### src/hdl/jtl_pkg.sv
package jtl_pkg;

    typedef struct packed {
        logic [7:0] data_byte;
        logic       last_byte;
    } jtl_in_t;

    typedef struct packed {
        logic [7:0] byte_out;
        logic       in_token;
        logic       token_start;
        logic       token_end;
        logic [1:0] token_kind;
        logic       value_closed;
        logic       pending_dropped;
        logic       escape_error;
    } jtl_out_t;

    typedef enum logic [1:0] {
        MODE_IDLE = 2'd0,
        MODE_STR  = 2'd1,
        MODE_ESC  = 2'd2,
        MODE_VAL  = 2'd3
    } lex_mode_t;

    localparam logic [1:0] KIND_PUNCT = 2'd0;
    localparam logic [1:0] KIND_STR   = 2'd1;
    localparam logic [1:0] KIND_VAL   = 2'd2;

    localparam logic [7:0] CH_LBRACE = 8'h7B;
    localparam logic [7:0] CH_RBRACE = 8'h7D;
    localparam logic [7:0] CH_LBRACK = 8'h5B;
    localparam logic [7:0] CH_RBRACK = 8'h5D;
    localparam logic [7:0] CH_COMMA  = 8'h2C;
    localparam logic [7:0] CH_COLON  = 8'h3A;
    localparam logic [7:0] CH_QUOTE  = 8'h22;
    localparam logic [7:0] CH_BSLASH = 8'h5C;
    localparam logic [7:0] CH_SPACE  = 8'h20;
    localparam logic [7:0] CH_TAB    = 8'h09;
    localparam logic [7:0] CH_CR     = 8'h0D;

    function automatic logic is_punct(input logic [7:0] c);
        return c inside {CH_LBRACE, CH_RBRACE, CH_LBRACK, CH_RBRACK, CH_COMMA, CH_COLON};
    endfunction

    function automatic logic is_closer(input logic [7:0] c);
        return c inside {CH_RBRACE, CH_RBRACK, CH_COMMA, CH_COLON};
    endfunction

    // tab, lf, vt, ff, cr and space
    function automatic logic is_space(input logic [7:0] c);
        return (c inside {[CH_TAB:CH_CR]}) || (c == CH_SPACE);
    endfunction

endpackage

### src/hdl/jtl_step.sv
module jtl_step (
    input  logic             aclk,
    input  logic             aresetn,
    input  logic             step_en,
    input  jtl_pkg::jtl_in_t item,
    output jtl_pkg::jtl_out_t result
);
    import jtl_pkg::*;

    lex_mode_t mode_reg;
    lex_mode_t mode_next;
    lex_mode_t mode_lex;
    logic [7:0] c;

    assign c = item.data_byte;

    // mode after this byte, before end-of-stream handling
    always_comb begin
        case (mode_reg)
            MODE_IDLE: begin
                if (is_punct(c)) begin
                    mode_lex = MODE_IDLE;
                end else if (c == CH_QUOTE) begin
                    mode_lex = MODE_STR;
                end else if (!is_space(c)) begin
                    mode_lex = MODE_VAL;
                end else begin
                    mode_lex = MODE_IDLE;
                end
            end
            MODE_STR: begin
                if (c == CH_BSLASH) begin
                    mode_lex = MODE_ESC;
                end else if (c == CH_QUOTE) begin
                    mode_lex = MODE_IDLE;
                end else begin
                    mode_lex = MODE_STR;
                end
            end
            MODE_ESC: begin
                mode_lex = MODE_STR;
            end
            MODE_VAL: begin
                if (is_closer(c) || is_space(c)) begin
                    mode_lex = MODE_IDLE;
                end else begin
                    mode_lex = MODE_VAL;
                end
            end
            default: begin
                mode_lex = MODE_IDLE;
            end
        endcase
    end

    always_comb begin
        mode_next = item.last_byte ? MODE_IDLE : mode_lex;
    end

    always_comb begin
        result                 = '0;
        result.byte_out        = c;
        case (mode_reg)
            MODE_IDLE: begin
                if (is_punct(c)) begin
                    result.in_token    = 1'b1;
                    result.token_start = 1'b1;
                    result.token_end   = 1'b1;
                    result.token_kind  = KIND_PUNCT;
                end else if (c == CH_QUOTE) begin
                    result.in_token    = 1'b1;
                    result.token_start = 1'b1;
                    result.token_kind  = KIND_STR;
                end else if (!is_space(c)) begin
                    result.in_token    = 1'b1;
                    result.token_start = 1'b1;
                    result.token_kind  = KIND_VAL;
                end
            end
            MODE_STR: begin
                result.in_token   = 1'b1;
                result.token_kind = KIND_STR;
                result.token_end  = (c == CH_QUOTE);
            end
            MODE_ESC: begin
                result.in_token   = 1'b1;
                result.token_kind = KIND_STR;
            end
            MODE_VAL: begin
                if (is_closer(c)) begin
                    // closer ends the value and is a token of its own
                    result.value_closed = 1'b1;
                    result.in_token     = 1'b1;
                    result.token_start  = 1'b1;
                    result.token_end    = 1'b1;
                    result.token_kind   = KIND_PUNCT;
                end else if (is_space(c)) begin
                    result.value_closed = 1'b1;
                end else begin
                    result.in_token   = 1'b1;
                    result.token_kind = KIND_VAL;
                end
            end
            default: begin
                result.in_token = 1'b0;
            end
        endcase
        if (item.last_byte) begin
            result.pending_dropped = (mode_lex == MODE_STR) || (mode_lex == MODE_VAL);
            result.escape_error    = (mode_lex == MODE_ESC);
        end
    end

    always_ff @(posedge aclk) begin
        if (!aresetn) begin
            mode_reg <= MODE_IDLE;
        end else if (step_en) begin
            mode_reg <= mode_next;
        end
    end

endmodule

### src/hdl/json_token_lexer.sv
// registered path: each byte passes the input register, then the result register, before its result transfer
// throughput: one byte per cycle, sustained while the result side keeps m_ready high
// the lexer mode advances as a byte moves from the input register to the result register
// reset (aresetn low, synchronous): both registers empty, lexer mode idle
module json_token_lexer (
    input  logic              aclk,
    input  logic              aresetn,
    input  logic              s_valid,
    output logic              s_ready,
    input  jtl_pkg::jtl_in_t  s_data,
    output logic              m_valid,
    input  logic              m_ready,
    output jtl_pkg::jtl_out_t m_data
);
    import jtl_pkg::*;

    jtl_in_t  in_reg;
    logic     in_valid_reg;
    jtl_out_t out_reg;
    logic     out_valid_reg;
    jtl_out_t step_result;
    logic     out_free;
    logic     advance;

    assign out_free = !out_valid_reg || m_ready;
    assign advance  = in_valid_reg && out_free;
    assign s_ready  = !in_valid_reg || advance;
    assign m_valid  = out_valid_reg;
    assign m_data   = out_reg;

    jtl_step u_step (
        .aclk    (aclk),
        .aresetn (aresetn),
        .step_en (advance),
        .item    (in_reg),
        .result  (step_result)
    );

    always_ff @(posedge aclk) begin
        if (!aresetn) begin
            in_valid_reg  <= 1'b0;
            out_valid_reg <= 1'b0;
        end else begin
            if (s_ready) begin
                in_valid_reg <= s_valid;
            end
            if (out_free) begin
                out_valid_reg <= in_valid_reg;
            end
        end
    end

    always_ff @(posedge aclk) begin
        if (s_valid && s_ready) begin
            in_reg <= s_data;
        end
        if (advance) begin
            out_reg <= step_result;
        end
    end

endmodule

### config.mk
export PLATFORM = sky130hd
export DESIGN_NAME = json_token_lexer
export DESIGN_NICKNAME = d
export VERILOG_FILES = /design/src/hdl/jtl_pkg.sv /design/src/hdl/jtl_step.sv /design/src/hdl/json_token_lexer.sv
export SDC_FILE = /design/constraint.sdc
export NUM_CORES = 1
export LEC_CHECK = 0
export BUFFER_PORTS_ARGS = -buffer_cell sky130_fd_sc_hd__buf_2
export CAP_MARGIN = 5
export CORE_AREA = 2 2 45 88
export DETAILED_ROUTE_END_ITERATION = 8
export DIE_AREA = 0 0 47 90
export SYNTH_ARGS = -nofsm -noshare
export SYNTH_HDL_FRONTEND = slang
export SYNTH_SLANG_ARGS = --single-unit
### constraint.sdc
create_clock -name aclk -period 2.55 [get_ports aclk]
set_clock_uncertainty 0.1 [all_clocks]
set_input_delay 0.1275 -clock aclk [delete_from_list [all_inputs] [get_ports aclk]]
set_output_delay 0.1275 -clock aclk [all_outputs]
set_load 0.02 [all_outputs]
==> summary.txt, run 1 <==
Crit-path slowest cell: or4_4
largest net degree at the start of global routing: 22
Power per Cell Area: 593.9 nW/um^2
Max clock buf depth: 2
vias per std cell: 5.039
CP startpoint kind: flip-flop
std cell rows: 31
TritonCTS Sinks: 29
most common cell in the netlist: edfxtp_1
adder-cell share of the synthesized area: 0.04651
Seq/Total Area, Yosys: 0.6177
first-pass GRT wire length: 4.402 mm
post-synth top area share: 0.5581
DR WL/cell: 13.30 um
port bufs: 30
postcts setup bufs: 0
fin. max-slew vios: 0
Die W: 47 um
slew at the pin with the worst max-slew slack: 516.6 ps
Post-synth EDFFs: 25
CTS Root Cell: clkbuf_8
final setup vio count: 0
drt total wl: 2.699 mm
clock power share: 0.334
WHS: 35.43 ps
FMAX: 0.4409 GHz
DIE AREA: 4230 sq um
post-synthesis register bit count: 29
DRT met1 WL: 881 um
status: completed
ratio of final minimum period to clock period: 0.8895
Hold WC Path Type: in2reg
CTS Buf Count: 5
Sequential Power Share: 0.544
Top Ports: 31
PnR worst setup slack: 281.7 ps
initial drt markers: 18
fraction of registers with async set/reset: 0
Gate power share: 0.122
Rel. slew slack: 0.6467
max reg flops: 16
# Max-Cap Violations: 0
aggregate global routing overflow: 0
Highest Signal Layer: met4
RSZ-0062 raised after global routing: false
RD Place Congestion: 0.8328
nature of the critical path endpoint: flip-flop
CP required: 2470 ps
DR WL met2: 1.660 mm
area post-placement: 1578 sq um
final hold violations: 0
Final ANT Viol Nets: 0
leading area contributor after synthesis: edfxtp_1
Synth Cell Area: 1345 sq um
Post-Route Setup TNS: 0 ps
Cell Int Power: 795.4 uW
H-tree levels: 2
Area Overhead vs Synth: 29.95%
switching part of the total: 0.2337
fin area: 1748 sq um
post-synthesis simple-gate area fraction: 0.1879
leakage: 0.0006558 uW
YS warnings: 0
worst path arrival time: 2190 ps
total number of vias: 1023
clock slew at reported path FFs: 60 ps
CP cell instances: or3_4, or4_4, nand3_4, a2111oi_2, o221a_1
drt drc: 0
worst setup path class: reg2reg
hpwl dp: 2.017 mm
Synth Flop Type: edfxtp_1
GRT Total Usage: 0.1434
min cycle time layout: 2268 ps
crit path max fanout: 7
CTS tree: built
vias in the first global route: 1050
met3 wire length: 110 um
Crit path largest cell delay: 560 ps
dpl ws: 297.2 ps
n_diodes: 0
Initial Utilization: 0.3769
count of cell types in the netlist: 39
Core Area: 3568 sq um
largest family of logic cells by synthesized area: simple AND/OR/NAND/NOR gates
top post-synthesis cells by count: edfxtp_1 (25), nor2_1 (9), inv_1 (6), nand2_1 (6), ha_1 (5)
syn_area_per_cell: 12.81 sq um
layout cells sized above 1: 0.2857
syn nets: 123
compound-gate portion of the synthesized area: 0.1181
Gate Count Post-Synth: 105
mux contribution to synthesized area: 0
Final Power: 1038 uW
# nets final: 171
main area contributors after synthesis: edfxtp_1 (56%), dfxtp_1 (6.0%), ha_1 (4.7%)
Die H: 90 um
Max IR drop VDD: 462.8 uV
NetSw: 242.6 uW
xor/xnor share of the synthesized area: 0.006512
drt pass-1 iters: 4
Worst-Skew Late Latency: 270 ps
antenna violations before repair: 0
## cells in the final DEF, fill, tap and decap left out, types with 2 or more instances in the layout
master,n
nor4_1,2
nand3_1,2
or4bb_1,2
nand4_1,2
o31a_1,2
ha_1,5
nor2b_1,4
o22ai_1,2
nand2_1,6
o21a_1,2
and2_1,2
or4_1,2
dfxtp_1,4
dlygate4sd3_1,9
nor2_1,9
a21oi_1,4
buf_4,4
edfxtp_1,25
clkbuf_1,3
clkbuf_8,5
buf_2,30
nand2b_1,3
inv_1,6
## stage by stage
step	std cells	utilization
after floorplan	105	-
after global placement	186	0.4421
after detailed placement	186	0.4421
after CTS	203	0.4898
after global routing	203	0.4898
final	203	0.4898
## routing by layer
metal / track usage / vias up
li1: - / 494
met1: 0.1242 / 496
met2: 0.2637 / 29
met3: 0.03815 / 4
met4: 0.07639 / 0
met5: 0 / -
## final timing paths
path,start,endpoint,slack [ps],depth (start not counted)
worst min register to register,in_reg[1]$_DFFE_PP_,m_data[8]$_DFFE_PP_,410,0
worst max register to register,in_reg[5]$_DFFE_PP_,m_data[0]$_SDFFCE_PN0P_,280,5
worst max-delay path,in_reg[5]$_DFFE_PP_,m_data[0]$_SDFFCE_PN0P_,280,5
worst min-delay path,aresetn,u_step.mode_reg[1]$_SDFFE_PN0P_,40,2
## critical path, delay by kind of cell, from the launching register on
family	cells	cell delay [ps]
AO/OA/AOI/OAI	2	320
flip-flops	1	480
AND/OR/NAND/NOR	3	1130
## power by group through the flow
stage / Sequential (uW) / Clock, uW / Combinational, uW
2_1_floorplan: 588 / 0 / 59.5
3_3_place_gp: 573 / 0 / 111
3_5_place_dp: 574 / 0 / 115
4_1_cts: 565 / 354 / 126
5_1_grt: 568 / 378 / 138
6_report: 565 / 347 / 126
## layout make-up
class	count	area, sq um
clock buffer	8	80.08
fill	350	1821
inverter	6	22.52
multi-input combinational	68	483.0
sequential	29	830.8
tap	49	61.31
timing repair buffer	43	270.3
## repair_timing
action | CTS | global route
endpoints found under the hold margin | 9 | 0
gates resized for setup | 0 | 0
hold buffers | 9 | 0
## logic make-up after synthesis
family,count (synthesis)
buffers and inverters,8
and+or+nand+nor,41
adders and majority gates,5
xor gates and xnor gates,1
AOI/OAI and AO/OA,21
DFF,29
Power figures use the tool's default switching activity.
==> run 2, diff against run 1 <==
- BUFFER_PORTS_ARGS: -buffer_cell sky130_fd_sc_hd__buf_2 -> unset
- DONT_BUFFER_PORTS: unset -> 1
==> run 2 against run 1 <==
Compared with the run above:
- die area unchanged
- utilization down 3.9 points
- count of clock-buffer cells in the layout down 2
- global-route usage down 0.34 points
- sequential share of layout area up 4.1 points
- combinational power down 30%
- final cell count down 15%
- critical path depth unchanged
==> summary.txt, run 2 (synthesized netlist as in run 1, its figures left out) <==
Max IR drop VDD: 366.7 uV (-21%)
CP required: 2480 ps (about the same)
std cell rows: 31 (unchanged)
DIE AREA: 4230 sq um (unchanged)
Area Overhead vs Synth: 19.63%
DR WL/cell: 14.14 um (+6.3%)
commonest non-fill, non-tap cell in the layout: edfxtp_1
clock slew at reported path FFs: 60 ps (about the same)
CTS tree: built
Top Ports: 31 (unchanged)
Core Area: 3568 sq um (unchanged)
Crit path largest cell delay: 560 ps (about the same)
layout cells sized above 1: 0.1129 (-0.1728)
area post-placement: 1423 sq um (-9.8%)
hpwl dp: 1.859 mm (-7.8%)
Post-Route Setup TNS: 0 ps (unchanged)
first-pass GRT wire length: 4.133 mm (-6.1%)
Rel. slew slack: 0.6118 (-0.03487)
fill count: 360 (+2.9%)
Crit-path slowest cell: or4_4
postcts setup bufs: 0 (unchanged)
CTS Root Cell: clkbuf_8
Die W: 47 um (unchanged)
register area: 830.8 sq um (unchanged)
vias in the first global route: 887 (-16%)
R2R depth: 5 (unchanged)
ratio of final minimum period to clock period: 0.8738 (-0.01570)
status: completed
RD Place Congestion: 0.8312 (-0.19%)
Worst-Skew Late Latency: 280 ps (about the same)
CP cell instances: or3_4, or4_4, nand3_4, a2111oi_2, o221a_1
GRT Total Usage: 0.1400 (-0.003414)
TritonCTS Sinks: 29 (unchanged)
CP startpoint kind: flip-flop
worst setup path class: reg2reg
Final ANT Viol Nets: 0 (unchanged)
Worst R2R End: m_data[0]$_SDFFCE_PN0P_
CTS Buf Count: 5 (unchanged)
drt drc: 0 (unchanged)
port bufs: 0 (-100%)
total number of vias: 916 (-10%)
DR WL met2: 1.422 mm (-14%)
n_diodes: 0 (unchanged)
worst setup path endpoint: m_data[0]$_SDFFCE_PN0P_
worst path arrival time: 2160 ps (-30 ps)
Power per Cell Area: 630.8 nW/um^2 (+6.2%)
reg2reg setup slack: 320 ps (+40 ps)
area of the multi-input gates: 485.5 sq um (+0.52%)
Initial Utilization: 0.3769 (unchanged)
largest net degree at the start of global routing: 18 (-18%)
DRT met1 WL: 854 um (-3.1%)
slew at the pin with the worst max-slew slack: 582.3 ps (+65.66 ps)
fin area: 1609 sq um (-7.9%)
vias per std cell: 5.295 (+5.1%)
H-tree levels: 2 (unchanged)
antenna violations before repair: 0 (unchanged)
initial drt markers: 18 (unchanged)
drt pass-1 iters: 4 (unchanged)
min cycle time layout: 2228 ps (-40.03 ps)
Hold WC Path Type: in2reg
Highest Signal Layer: met4
met3 wire length: 90 um (-18%)
Die H: 90 um (unchanged)
most frequent cells in the layout: edfxtp_1 (25), dlygate4sd3_1 (11), nor2_1 (9), inv_1 (6), nand2_1 (6)
nature of the critical path endpoint: flip-flop
cts repair resizes: 0 (unchanged)
# nets final: 142 (-17%)
CP Launch Point: in_reg[5]$_DFFE_PP_
final hold violations: 0 (unchanged)
leakage: 0.0005422 uW (-17%)
drt total wl: 2.446 mm (-9.4%)
Max clock buf depth: 2 (unchanged)
FMAX: 0.4488 GHz (+1.8%)
aggregate global routing overflow: 0 (unchanged)
max reg flops: 16 (unchanged)
crit path max fanout: 7 (unchanged)
r2r startpoint: in_reg[5]$_DFFE_PP_
RSZ-0062 raised after global routing: false
# Max-Cap Violations: 0 (unchanged)
final setup vio count: 0 (unchanged)
fin. max-slew vios: 0 (unchanged)
==> run 2: cell count changes in the layout (fill, tap and decap cells not counted), sizes merged <==
cell,change
dlygate4sd3,+2
clkbuf,-2
buf,-31
clkinv,+1
==> run 2: worst max-delay path, delay by kind of cell, from the launching register on <==
kind | cells | cell delay, ps
AO/OA/AOI/OAI | 2 | 300
flip-flops | 1 | 460
AND/OR/NAND/NOR | 3 | 1120
==> run 2: what timing repair did <==
| action | in CTS | in global routing |
|---|---|---|
| endpoints found under the setup margin | 0 | 0 |
| hold endpoints to repair | 13 | 0 |
| hold buffers | 11 | 0 |
==> run 2: power by group <==
part           internal, uW  leakage (uW)  switching (uW)  total (uW)
sequential              548      0.000268            36.4         585
clock                   183     0.0000387             159         342
combinational          42.1      0.000235            46.0        88.0
==> run 2: routing by layer <==
metal | vias up | track usage
met1 | 445 | 0.1359
met2 | 28 | 0.2374
met5 | - | 0
met3 | 7 | 0.04217
met4 | 0 | 0.08333
li1 | 436 | -
==> run 2: metrics by stage <==
step / setup slack [ps] / hold WS, ps / power, uW / utilization / instances
2_1_floorplan: 430.1 / 126.4 / 647.5 / - / 105
3_3_place_gp: 368.8 / 126.4 / 666.0 / 0.3987 / 155
3_5_place_dp: 329.0 / 126.4 / 669.8 / 0.3987 / 155
4_1_cts: 327.0 / 12.24 / 1026 / 0.4509 / 173
5_1_grt: 194.5 / 38.56 / 1057 / 0.4509 / 173
6_report: 321.7 / 15.58 / 1015 / 0.4509 / 173
==> run 2: cell type report <==
type / count / share of cell area
flip-flops and latches: 29 / 0.5163
multi-input cells: 68 / 0.3017
repair buffers: 14 / 0.08243
clock buffers: 6 / 0.04510
well taps: 49 / 0.03810
inverters: 6 / 0.01400
clock inverters: 1 / 0.002333
==> run 2: worst min-delay path by stage <==
stage                     startpoint                   end  slack (ps)  cells past startpoint
after floorplan            s_data[0]   in_reg[0]$_DFFE_PP_         130                      0
after global placement     s_data[3]   in_reg[3]$_DFFE_PP_         130                      0
after detailed placement   s_data[6]   in_reg[6]$_DFFE_PP_         130                      0
after CTS                    m_ready  m_valid$_SDFFE_PN0P_          10                      2
after global routing         m_ready  m_valid$_SDFFE_PN0P_          40                      2
final                        m_ready  m_valid$_SDFFE_PN0P_          20                      2
